<file path="src/rtl/core/dltq_pkg.sv">
`default_nettype none
// ----------------------------------------------------------------------------
// dltq_pkg
// Shared types and constants for the delta-list timeout queue: list sizing,
// field widths, result kinds and the controller/datapath command and status.
// ----------------------------------------------------------------------------
package dltq_pkg;

  // List sizing
  localparam int unsigned QueueDepth = 16;
  localparam int unsigned MaxOut     = 16;   // expiries emitted per tick at most
  localparam int unsigned IdxW       = $clog2(QueueDepth);
  localparam int unsigned CntW       = $clog2(QueueDepth + 1);
  localparam int unsigned EmitW      = $clog2(MaxOut + 1);

  // Field widths
  localparam int unsigned DeltaW  = 15;
  localparam int unsigned HandleW = 16;
  localparam int unsigned KindW   = 2;

  // Input command codes
  localparam logic CMD_TICK   = 1'b0;
  localparam logic CMD_INSERT = 1'b1;

  // Result kinds
  typedef enum logic [KindW-1:0] {
    KIND_NONE    = 2'd0,
    KIND_EXPIRED = 2'd1,
    KIND_DONE    = 2'd2,
    KIND_FULL    = 2'd3
  } kind_t;

  // Controller states
  typedef enum logic [2:0] {
    S_IDLE,
    S_INS_WALK,
    S_INS_DONE,
    S_INS_FULL,
    S_TICK_DEC,
    S_TICK_EXP
  } dltq_state_t;

  // Controller to datapath commands
  typedef struct packed {
    logic  load;    // capture the accepted item, rewind index
    logic  walk;    // subtract current delta, step index
    logic  place;   // insert at index, shift tail down
    logic  step;    // step index only (zero delta during tick search)
    logic  dec;     // decrement delta at index
    logic  pop;     // drop head, shift list up
    logic  emit;    // load the output register
    kind_t kind;
    logic  last;
  } dltq_cmd_t;

  // Datapath to controller status
  typedef struct packed {
    logic full;        // list holds QueueDepth entries
    logic idx_lt_cnt;  // index points at a valid entry
    logic cur_le_t;    // delta at index <= remaining insert time
    logic cur_zero;    // delta at index is zero
    logic head_exp;    // head entry present and expired
    logic last_exp;    // head is the final expiry of this tick
    logic blocked;     // current tick is blocked
    logic out_free;    // output register can take a result
  } dltq_sts_t;

endpackage : dltq_pkg
`default_nettype wire

</file>
<file path="src/rtl/core/dltq_ctrl.sv">
`default_nettype none
// ----------------------------------------------------------------------------
// dltq_ctrl
// Sequencer for the timeout queue: walks the list for inserts, searches for
// the first nonzero delta on ticks and drains expired heads one per transfer.
// ----------------------------------------------------------------------------
module dltq_ctrl (
  input  wire logic                 clk,
  input  wire logic                 rst_n,
  input  wire logic                 in_valid,
  input  wire logic                 in_cmd,
  output logic                      in_stall,
  input  dltq_pkg::dltq_sts_t       sts,
  output dltq_pkg::dltq_cmd_t       cmd
);
  import dltq_pkg::*;

  dltq_state_t state_r, state_nxt;

  // State register
  always_ff @(posedge clk) begin
    if (!rst_n) begin
      state_r <= S_IDLE;
    end else begin
      state_r <= state_nxt;
    end
  end

  // Next state
  always_comb begin
    state_nxt = state_r;
    case (state_r)
      S_IDLE: begin
        if (in_valid) begin
          state_nxt = (in_cmd == CMD_INSERT) ? S_INS_WALK : S_TICK_DEC;
        end
      end
      S_INS_WALK: begin
        if (sts.full) begin
          state_nxt = S_INS_FULL;
        end else if (!(sts.idx_lt_cnt && sts.cur_le_t)) begin
          state_nxt = S_INS_DONE;
        end
      end
      S_INS_DONE, S_INS_FULL: begin
        if (sts.out_free) begin
          state_nxt = S_IDLE;
        end
      end
      S_TICK_DEC: begin
        if (!sts.idx_lt_cnt || !sts.cur_zero) begin
          state_nxt = S_TICK_EXP;
        end
      end
      S_TICK_EXP: begin
        if (sts.out_free) begin
          if (sts.blocked || !sts.head_exp || sts.last_exp) begin
            state_nxt = S_IDLE;
          end
        end
      end
      default: state_nxt = S_IDLE;
    endcase
  end

  // Outputs
  always_comb begin
    cmd      = '0;
    cmd.kind = KIND_NONE;
    in_stall = 1'b1;
    case (state_r)
      S_IDLE: begin
        in_stall = 1'b0;
        cmd.load = in_valid;
      end
      S_INS_WALK: begin
        if (!sts.full) begin
          if (sts.idx_lt_cnt && sts.cur_le_t) begin
            cmd.walk = 1'b1;
          end else begin
            cmd.place = 1'b1;
          end
        end
      end
      S_INS_DONE: begin
        cmd.emit = sts.out_free;
        cmd.kind = KIND_DONE;
        cmd.last = 1'b1;
      end
      S_INS_FULL: begin
        cmd.emit = sts.out_free;
        cmd.kind = KIND_FULL;
        cmd.last = 1'b1;
      end
      S_TICK_DEC: begin
        if (sts.idx_lt_cnt) begin
          if (sts.cur_zero) begin
            cmd.step = 1'b1;
          end else begin
            cmd.dec = 1'b1;
          end
        end
      end
      S_TICK_EXP: begin
        cmd.emit = sts.out_free;
        if (!sts.blocked && sts.head_exp) begin
          cmd.kind = KIND_EXPIRED;
          cmd.last = sts.last_exp;
          cmd.pop  = sts.out_free;
        end else begin
          cmd.kind = KIND_NONE;
          cmd.last = 1'b1;
        end
      end
      default: begin
        cmd = '0;
      end
    endcase
  end

endmodule : dltq_ctrl
`default_nettype wire

</file>
<file path="src/rtl/core/dltq_datapath.sv">
`default_nettype none
// ----------------------------------------------------------------------------
// dltq_datapath
// Entry registers of the delta list, the walk index and remaining time, and
// the output register. Acts on commands from the sequencer.
// ----------------------------------------------------------------------------
module dltq_datapath (
  input  wire logic                          clk,
  input  wire logic                          rst_n,
  input  wire logic                          in_tick_blocked,
  input  wire logic [dltq_pkg::DeltaW-1:0]   in_delay_ticks,
  input  wire logic [dltq_pkg::HandleW-1:0]  in_handle,
  output logic                               out_valid,
  input  wire logic                          out_stall,
  output logic [dltq_pkg::KindW-1:0]         out_kind,
  output logic [dltq_pkg::HandleW-1:0]       out_expired_handle,
  output logic                               out_last,
  input  dltq_pkg::dltq_cmd_t                cmd,
  output dltq_pkg::dltq_sts_t                sts
);
  import dltq_pkg::*;

  // List storage
  logic [DeltaW-1:0]  delta_r   [QueueDepth];
  logic [DeltaW-1:0]  delta_nxt [QueueDepth];
  logic [HandleW-1:0] handle_r  [QueueDepth];
  logic [HandleW-1:0] handle_nxt[QueueDepth];
  logic [CntW-1:0]    count_r, count_nxt;

  // Walk state and captured item
  logic [CntW-1:0]    idx_r, idx_nxt;
  logic [EmitW-1:0]   emit_cnt_r, emit_cnt_nxt;
  logic [DeltaW-1:0]  t_r, t_nxt;
  logic [HandleW-1:0] hnd_r;
  logic               blocked_r;

  // Output register
  logic               out_valid_r, out_valid_nxt;
  kind_t              out_kind_r;
  logic [HandleW-1:0] out_handle_r;
  logic               out_last_r;

  logic [DeltaW-1:0]  cur_delta;
  logic               out_free;

  assign cur_delta = delta_r[idx_r[IdxW-1:0]];
  assign out_free  = !out_valid_r || !out_stall;

  // Status back to the sequencer
  always_comb begin
    sts.full       = (count_r == CntW'(QueueDepth));
    sts.idx_lt_cnt = (idx_r < count_r);
    sts.cur_le_t   = (cur_delta <= t_r);
    sts.cur_zero   = (cur_delta == '0);
    sts.head_exp   = (count_r != '0) && (delta_r[0] == '0);
    sts.last_exp   = (count_r == CntW'(1)) || (delta_r[1] != '0) ||
                     (emit_cnt_r == EmitW'(MaxOut - 1));
    sts.blocked    = blocked_r;
    sts.out_free   = out_free;
  end

  // Walk index, remaining time and expiry count
  always_comb begin
    idx_nxt      = idx_r;
    t_nxt        = t_r;
    emit_cnt_nxt = emit_cnt_r;
    if (cmd.load) begin
      idx_nxt      = '0;
      t_nxt        = in_delay_ticks;
      emit_cnt_nxt = '0;
    end else if (cmd.walk) begin
      idx_nxt = idx_r + CntW'(1);
      t_nxt   = t_r - cur_delta;
    end else if (cmd.step) begin
      idx_nxt = idx_r + CntW'(1);
    end
    if (cmd.pop) begin
      emit_cnt_nxt = emit_cnt_r + EmitW'(1);
    end
  end

  // Entry updates: insert with tail shift, decrement, head pop
  always_comb begin
    delta_nxt  = delta_r;
    handle_nxt = handle_r;
    count_nxt  = count_r;
    if (cmd.place) begin
      for (int j = 0; j < QueueDepth; j++) begin
        if (CntW'(j) == idx_r) begin
          delta_nxt[j]  = t_r;
          handle_nxt[j] = hnd_r;
        end else if (j > 0 && CntW'(j) > idx_r) begin
          delta_nxt[j]  = delta_r[j-1];
          handle_nxt[j] = handle_r[j-1];
          // Follower absorbs the remainder of the new entry's time
          if (CntW'(j) == idx_r + CntW'(1) && sts.idx_lt_cnt) begin
            delta_nxt[j] = delta_r[j-1] - t_r;
          end
        end
      end
      count_nxt = count_r + CntW'(1);
    end else if (cmd.dec) begin
      for (int j = 0; j < QueueDepth; j++) begin
        if (CntW'(j) == idx_r) begin
          delta_nxt[j] = delta_r[j] - DeltaW'(1);
        end
      end
    end else if (cmd.pop) begin
      for (int j = 0; j < QueueDepth - 1; j++) begin
        delta_nxt[j]  = delta_r[j+1];
        handle_nxt[j] = handle_r[j+1];
      end
      count_nxt = count_r - CntW'(1);
    end
  end

  // Output valid: set on emit, cleared once the transfer completes
  always_comb begin
    out_valid_nxt = out_valid_r;
    if (cmd.emit) begin
      out_valid_nxt = 1'b1;
    end else if (!out_stall) begin
      out_valid_nxt = 1'b0;
    end
  end

  // Control registers
  always_ff @(posedge clk) begin
    if (!rst_n) begin
      count_r     <= '0;
      idx_r       <= '0;
      emit_cnt_r  <= '0;
      out_valid_r <= 1'b0;
    end else begin
      count_r     <= count_nxt;
      idx_r       <= idx_nxt;
      emit_cnt_r  <= emit_cnt_nxt;
      out_valid_r <= out_valid_nxt;
    end
  end

  // Payload registers
  always_ff @(posedge clk) begin
    delta_r  <= delta_nxt;
    handle_r <= handle_nxt;
    t_r      <= t_nxt;
    if (cmd.load) begin
      hnd_r     <= in_handle;
      blocked_r <= in_tick_blocked;
    end
    if (cmd.emit) begin
      out_kind_r   <= cmd.kind;
      out_handle_r <= (cmd.kind == KIND_EXPIRED) ? handle_r[0] : '0;
      out_last_r   <= cmd.last;
    end
  end

  assign out_valid          = out_valid_r;
  assign out_kind           = out_kind_r;
  assign out_expired_handle = out_handle_r;
  assign out_last           = out_last_r;

endmodule : dltq_datapath
`default_nettype wire

</file>
<file path="src/rtl/core/delta_list_timeout_queue.sv">
`default_nettype none
// ----------------------------------------------------------------------------
// delta_list_timeout_queue
// Sorted list of pending timeouts kept as relative delays, with insert,
// tick-driven expiry and a registered result channel.
// ----------------------------------------------------------------------------
// The queue takes one command at a time. An insert is accepted, walks past
// each entry whose delta fits its remaining time (up to 15), places the
// entry and hands over its result; an insert into a full table is accepted
// and hands over a full result. A tick is accepted, steps past the leading
// zero-delta entries (up to 16), decrements the first nonzero delta if any,
// then hands over one result per expired handle (or the single "nothing"
// result).
// The sequencer visits one list entry per cycle; a stalled result channel
// holds back each handover. A new command is taken as soon as the previous
// one has placed its last result in the output register.
// ----------------------------------------------------------------------------
module delta_list_timeout_queue (
  input  wire logic                          clk,
  input  wire logic                          rst_n,
  input  wire logic                          in_valid,
  output logic                               in_stall,
  input  wire logic                          in_cmd,
  input  wire logic                          in_tick_blocked,
  input  wire logic [dltq_pkg::DeltaW-1:0]   in_delay_ticks,
  input  wire logic [dltq_pkg::HandleW-1:0]  in_handle,
  output logic                               out_valid,
  input  wire logic                          out_stall,
  output logic [dltq_pkg::KindW-1:0]         out_kind,
  output logic [dltq_pkg::HandleW-1:0]       out_expired_handle,
  output logic                               out_last
);
  import dltq_pkg::*;

  dltq_cmd_t dp_cmd;
  dltq_sts_t dp_sts;

  // Sequencer
  dltq_ctrl u_ctrl (
    .clk      (clk),
    .rst_n    (rst_n),
    .in_valid (in_valid),
    .in_cmd   (in_cmd),
    .in_stall (in_stall),
    .sts      (dp_sts),
    .cmd      (dp_cmd)
  );

  // List storage and output register
  dltq_datapath u_datapath (
    .clk                (clk),
    .rst_n              (rst_n),
    .in_tick_blocked    (in_tick_blocked),
    .in_delay_ticks     (in_delay_ticks),
    .in_handle          (in_handle),
    .out_valid          (out_valid),
    .out_stall          (out_stall),
    .out_kind           (out_kind),
    .out_expired_handle (out_expired_handle),
    .out_last           (out_last),
    .cmd                (dp_cmd),
    .sts                (dp_sts)
  );

endmodule : delta_list_timeout_queue
`default_nettype wire
</file>
<file path="config.mk">
export PLATFORM = sky130hd
export DESIGN_NAME = delta_list_timeout_queue
export DESIGN_NICKNAME = d
export VERILOG_FILES = /design/src/rtl/core/dltq_pkg.sv /design/src/rtl/core/dltq_ctrl.sv /design/src/rtl/core/dltq_datapath.sv /design/src/rtl/core/delta_list_timeout_queue.sv
export SDC_FILE = /design/constraint.sdc
export NUM_CORES = 2
export LEC_CHECK = 0
export BUFFER_PORTS_ARGS = -buffer_cell sky130_fd_sc_hd__buf_4
export CAP_MARGIN = 30
export CORE_MARGIN = 5
export CORE_UTILIZATION = 55
export DETAILED_ROUTE_END_ITERATION = 8
export GPL_TIMING_DRIVEN = 0
export MAX_ROUTING_LAYER = met4
export PLACE_DENSITY = 0.71
export REMOVE_ABC_BUFFERS = 1
export SYNTH_ARGS = -nofsm -noshare
export SYNTH_HDL_FRONTEND = slang
export SYNTH_SLANG_ARGS = --single-unit
</file>
<file path="constraint.sdc">
create_clock -name clk -period 10.34 [get_ports clk]
set_input_delay 2.068 -clock clk [delete_from_list [all_inputs] [get_ports clk]]
set_output_delay 2.068 -clock clk [all_outputs]
set_load 0.005 [all_outputs]
</file>
; After elaboration in Yosys (flattened, before gate mapping)
; Index checks and enable logic that the tools add are counted.
[classes]
addsub = 36
n_mul = 0
n_div = 0
magnitude_cmp = 18
eq_ne = 77
n_shift = 0
muxes = 137
bitwise = 2
n_reduce_logical = 80
[ops]
columns = op, n
row1 = 2-to-1 mux 15 bit, 67
row2 = 2-to-1 mux 240 bit, 4
row3 = 2-to-1 mux 16 bit, 31
row4 = 2-to-1 mux 225 bit, 2
row5 = subtractor 15 x 1 -> 15 bit (second input constant), 16
row6 = subtractor 15 bit, 16
row7 = AND reduction 3 bit, 31
row8 = != test 3 x 1 -> 1 bit (second input constant), 28
row9 = equality test 4 x 5 -> 1 bit (first input constant), 16
row10 = binary-select mux 15 bit (select 4 bit), 1
row11 = equality test 3 x 5 -> 1 bit (first input constant), 8
row12 = > comparator 4 x 5 -> 1 bit (first input constant), 8
row13 = 2-to-1 mux 5 bit, 7
row14 = logical NOT 15 bit, 2
row15 = 2-to-1 mux 3 bit, 8
row16 = equality test 2 x 5 -> 1 bit (first input constant), 4
row17 = > comparator 3 x 5 -> 1 bit (first input constant), 4
row18 = logical AND 1 bit, 18
row19 = != test 2 x 1 -> 1 bit (second input constant), 8
row20 = adder 5 x 1 -> 5 bit (second input constant), 3
row21 = <= comparator 15 bit, 1
row22 = case mux 3 bit (5 select lines), 1
row23 = nonzero test 15 bit, 1
row24 = nonzero test 2 bit, 7
row25 = other kinds (29), 58
[totals]
ff_bits = 566
latchBits = 0
mem_bits_rw = 0
rom_bits = 0
in_bits = 37
memories = 0

; Logic depth before layout (Yosys ltp)
[logic_depth]
word_depth = 11
ltp_mapped = 21
ltp_nobuf = 16

; By module
; Synthesis repeated with hierarchy kept, for this count alone.
[unflattened]
cells_unflattened = 5522
hier_area_um2 = 47137.7
[modules_own_cells]
columns = mod, instances, cells_per_inst, area_each_um2
row1 = dltq_datapath, 1, 5479, 46813.6
row2 = dltq_ctrl, 1, 43, 324.1

; Worst setup path before layout
; No wires, ideal clock.
[synth_timing]
path_kind = flip-flop to flip-flop
startpoint = reg u_datapath.idx_r[2]
endpoint = reg u_datapath.delta_r[195] (netlist bit), enable pin
setup_ps = 362
arrival_time_ps = 5164
t_required_ps = 9978
slack_ps = 4814
path_stages_with_launch = 16
path_buffers = 3
period_less_slack_ps = 5526
cell_sequence = dfxtp_1 > buf_2 > buf_2 > mux4_2 > o2bb2ai_1 > or2_2 > ha_1 > nor2b_1 > o31ai_1 > a2111o_1 > a31oi_1 > o22ai_1 > clkbuf_1 > nand2_1 > o21ai_0 > a21o_1
[synth_between]
elab_chain_cells = 11
word_cells_on_any_way = 20
[synth_rtl]
columns = element, line_no
row1 = from (decl), dltq_datapath.sv:31  ; logic [CntW-1:0] idx_r, idx_nxt;
row2 = from (signal assigned), dltq_datapath.sv:136  ; idx_r <= idx_nxt;
row3 = inverter 4 -> 5 bit (not written as such), dltq_datapath.sv:46  ; assign cur_delta = delta_r[idx_r[IdxW-1:0]];
row4 = binary-select mux 15 bit (select 4 bit), dltq_datapath.sv:46
row5 = 2-to-1 mux 15 bit (not written as such) (2 in a row), dltq_datapath.sv:46
row6 = <= comparator 15 bit, dltq_datapath.sv:53  ; sts.cur_le_t = (cur_delta <= t_r);
row7 = logical AND 1 bit, dltq_ctrl.sv:78  ; if (sts.idx_lt_cnt && sts.cur_le_t) begin
row8 = 2-to-1 mux 1 bit, dltq_ctrl.sv:78
row9 = 2-to-1 mux 2 bit, dltq_ctrl.sv:77  ; if (!sts.full) begin
row10 = 2-to-1 mux 2 bit, dltq_ctrl.sv:71  ; case (state_r)
row11 = != test 3 x 1 -> 1 bit (no source line) or nonzero test 3 bit (tied branches), n/a
row12 = AND reduction 3 bit (no source line) *, n/a
row13 = to (signal assigned), dltq_datapath.sv:144  ; delta_r <= delta_nxt;
row14 = to (decl), dltq_datapath.sv:24  ; logic [DeltaW-1:0] delta_r [QueueDepth];
; Mark *: on every way between the ends. The rest lies on a longest branch, timed or not. The select of a mux whose other input is x is not followed.
; A chain may end at the register's enable or synchronous reset.

; Worst setup path after layout
[layout_timing]
startpoint = reg u_datapath.idx_r[0]
endpoint = reg u_datapath.delta_r[187] (netlist bit), enable pin
; The elaborated chain is that of the path after synthesis.

==> impl_metrics.tcl <==
set metrics [dict create \
    outcome "finished, final reports clean" \
    clockRootBuffer "clkbuf_16" \
    synth_xor_xnor_area_share 0.0647 \
    ant_nets 0 \
    cts_tree "done" \
    drv_slew 0 \
    drive_above_1_share 0.0745 \
    worstMarginPinSlew_ns 1.20 \
    hold_buffers 0 \
    period_minus_slack_ns 8.13 \
    clock_latency_ns 0.64 \
    post_synth.cell_area_avg_um2 8.70 \
    path_clk_slew_ns 0.06 \
    clock-sinks 566 \
    post_cts_buffers 0 \
    place_inst 6336 \
    arrival_ns 8.38 \
    hp-class "reg2reg" \
    rsz0062_at_grt "no" \
    grt_use_total 0.391 \
    yosysWarningCount 0 \
    fin_nets 5577 \
    drt_iter0_drc 6861 \
    yosysMostFrequentCell "nand2_1" \
    num_vias 45300 \
    synthAdderAreaFrac 0.0745 \
    die_y_um 303 \
    synth_edf_count 547 \
    synth_area_um2 47100 \
    h-tree-depth 3 \
    synth-async-reset-ratio 0 \
    clock_skew_ns 0.0236 \
    setup_viol 0 \
    io_pins 58 \
    rows 107 \
    ys_seq_elements 566 \
    p_leak_uw 0.0192 \
    yosys.area_share.simple 0.192 \
    vdd_drop_max_uv 187 \
    finalPower_uw 17200 \
    netlist_instances 5416 \
    stdcell_count 6470 \
    max_freq_mhz 123 \
    avgViaCountPerCell 7.00 \
    portBuffers 57 \
    synth_compound_area_frac 0.226 \
    end_kind "flip-flop" \
    powerDensity_nw_per_um2 332 \
    grt_max_degree 66 \
    synth_top_area_frac 0.348 \
    crit_fanout 58 \
    synth_common_cells "804 x nand2_1, 568 x nor2_1, 547 x edfxtp_1, 334 x a21oi_1, 296 x clkbuf_1" \
    dp_hpwl_um 128000 \
    die_w_um 303 \
    synth_seq_area_share 0.356 \
    finalHoldViolCount 0 \
    slew-limit-headroom 0.203 \
    synth_flop_cell "edfxtp_1" \
    core_um2 85100 \
    synth_largest_area_cell "edfxtp_1" \
    yosysUniqueCellTypes 90 \
    synth_top_family_by_area "compound AO/OA/AOI/OAI gates" \
    cts_buffer_depth 3 \
    synth_area_leaders "edfxtp_1 35%, ha_1 6.8%, nand2_1 6.4%" \
    firstDrtPassIters 7 \
    start_util 0.554 \
    grt-ovfl-total 0 \
    cts_resized 0 \
    grt_pass1_vias 41100 \
    drcViolationCount 0 \
    die_area_um2 91700 \
    final.setup.tns_ns 0 \
    wirelength_um 180000 \
    maxCapViolCount 0 \
    antenna_found_initial 8 \
    fin_crit_sh 0.787 \
    wl_per_cell_um 27.8 \
    muxShareOfSynthArea 0.0419 \
    critPathRequiredTime_ns 10.59 \
    path_class "reg2reg" \
    startpoint_type "flip-flop" \
    grt_pass1_wl_um 265000 \
    areaGrowthSynthToFinish_pct 9.89 \
    gp_congestion 1.02 \
    cts_buffers 69 \
]
## worst max-delay path, stage by stage (launching register included)
cell and delay, ns:
dfxtp_4 0.99, clkinv_1 1.03, mux4_2 0.89, o2bb2ai_1 0.22, or2_2 0.35, ha_1 0.29
nor2b_1 0.14, o31ai_1 0.42, a2111o_1 0.25, a31oi_1 0.16, o22ai_4 0.52, buf_16 0.26
buf_16 0.19, buf_16 0.18, buf_16 0.19, nand2_1 0.15, nand2_1 0.56, buf_8 0.24
a21o_1 0.65
## stage by stage
step	instance area, um^2	utilization	hold slack (ns)	setup WS [ns]
final	51800	0.608	0.500	2.21
after global routing	51800	0.608	0.512	2.07
after CTS	51700	0.607	0.495	2.54
after detailed placement	49600	0.582	0.484	2.60
after global placement	47300	0.556	0.468	-93.50
after floorplan	45500	-	0.454	-35.06
## where the power goes
group	switching, uW	internal, uW
sequential	1350	3760
clock	1080	1330
combinational	5630	4050
total	8060	9150
## cell families after synthesis
| family | after synthesis |
|---|---|
| muxes | 172 |
| and+or+nand+nor | 2004 |
| DFF | 566 |
| xor gates and xnor gates | 348 |
| adders and majority gates | 271 |
| AOI/OAI and AO/OA | 1555 |
| buffers and inverters | 500 |
## layout make-up
| type | count | area [um^2] |
|---|---|---|
| Inverter | 117 | 439 |
| Sequential cell | 566 | 16800 |
| Timing Repair Buffer | 165 | 2510 |
| Clock inverter | 35 | 324 |
| Clock buffer | 86 | 1820 |
| Multi-Input combinational cell | 4350 | 28500 |
| Fill cell | 7395 | 33300 |
| Tap cell | 1144 | 1430 |
| Antenna cell | 7 | 17.5 |
## path summary, 6_finish.rpt
path                                                from                       end  slack (ns)  cells after the start
worst max-delay path                 u_datapath.idx_r[0]   u_datapath.delta_r[187]        2.21                     18
worst min-delay path            u_datapath.emit_cnt_r[1]  u_datapath.emit_cnt_r[1]        0.50                      2
worst max register to register       u_datapath.idx_r[0]   u_datapath.delta_r[187]        2.21                     18
worst min register to register  u_datapath.emit_cnt_r[1]  u_datapath.emit_cnt_r[1]        0.50                      2
## metal layers
layer	global-route usage	wire length, um
met5	-	0
met4	0.176	10300
met1	0.529	71100
met2	0.551	74300
met3	0.102	24200
## cell usage in the layout (no fill, tap or decap), types with 26 or more instances in the layout
| cell | instances |
|---|---|
| a21o_1 | 32 |
| and3_1 | 40 |
| nand3b_1 | 39 |
| nand2_1 | 796 |
| clkbuf_16 | 69 |
| o21a_1 | 44 |
| and2_1 | 29 |
| buf_16 | 38 |
| or3_1 | 61 |
| o211ai_1 | 102 |
| edfxtp_1 | 547 |
| nor4_1 | 28 |
| mux2i_1 | 130 |
| nand2b_1 | 78 |
| a21oi_1 | 330 |
| or4_1 | 28 |
| nand3_1 | 66 |
| a311oi_1 | 32 |
| xnor2_1 | 225 |
| buf_12 | 26 |
| a211oi_1 | 136 |
| o31a_1 | 30 |
| ha_1 | 255 |
| nor2_1 | 562 |
| nor3_1 | 133 |
| o221ai_1 | 48 |
| a31oi_1 | 221 |
| o21ai_0 | 229 |
| inv_1 | 107 |
| nor2b_1 | 51 |
| buf_4 | 68 |
| xor2_1 | 123 |
| a221o_1 | 151 |
## state kept, by name (all words and copies together), names as in the netlist, 2 cells and up
| signal | flops |
|---|---|
| u_ctrl.state_r | 3 |
| u_datapath.emit_cnt_r | 5 |
| u_datapath.handle_r | 256 |
| u_datapath.delta_r | 240 |
| u_datapath.t_r | 15 |
| u_datapath.count_r | 5 |
| u_datapath.hnd_r | 16 |
| u_datapath.out_expired_handle | 16 |
| u_datapath.idx_r | 5 |
| u_datapath.out_kind | 2 |
(Power assumes the default switching activity.)
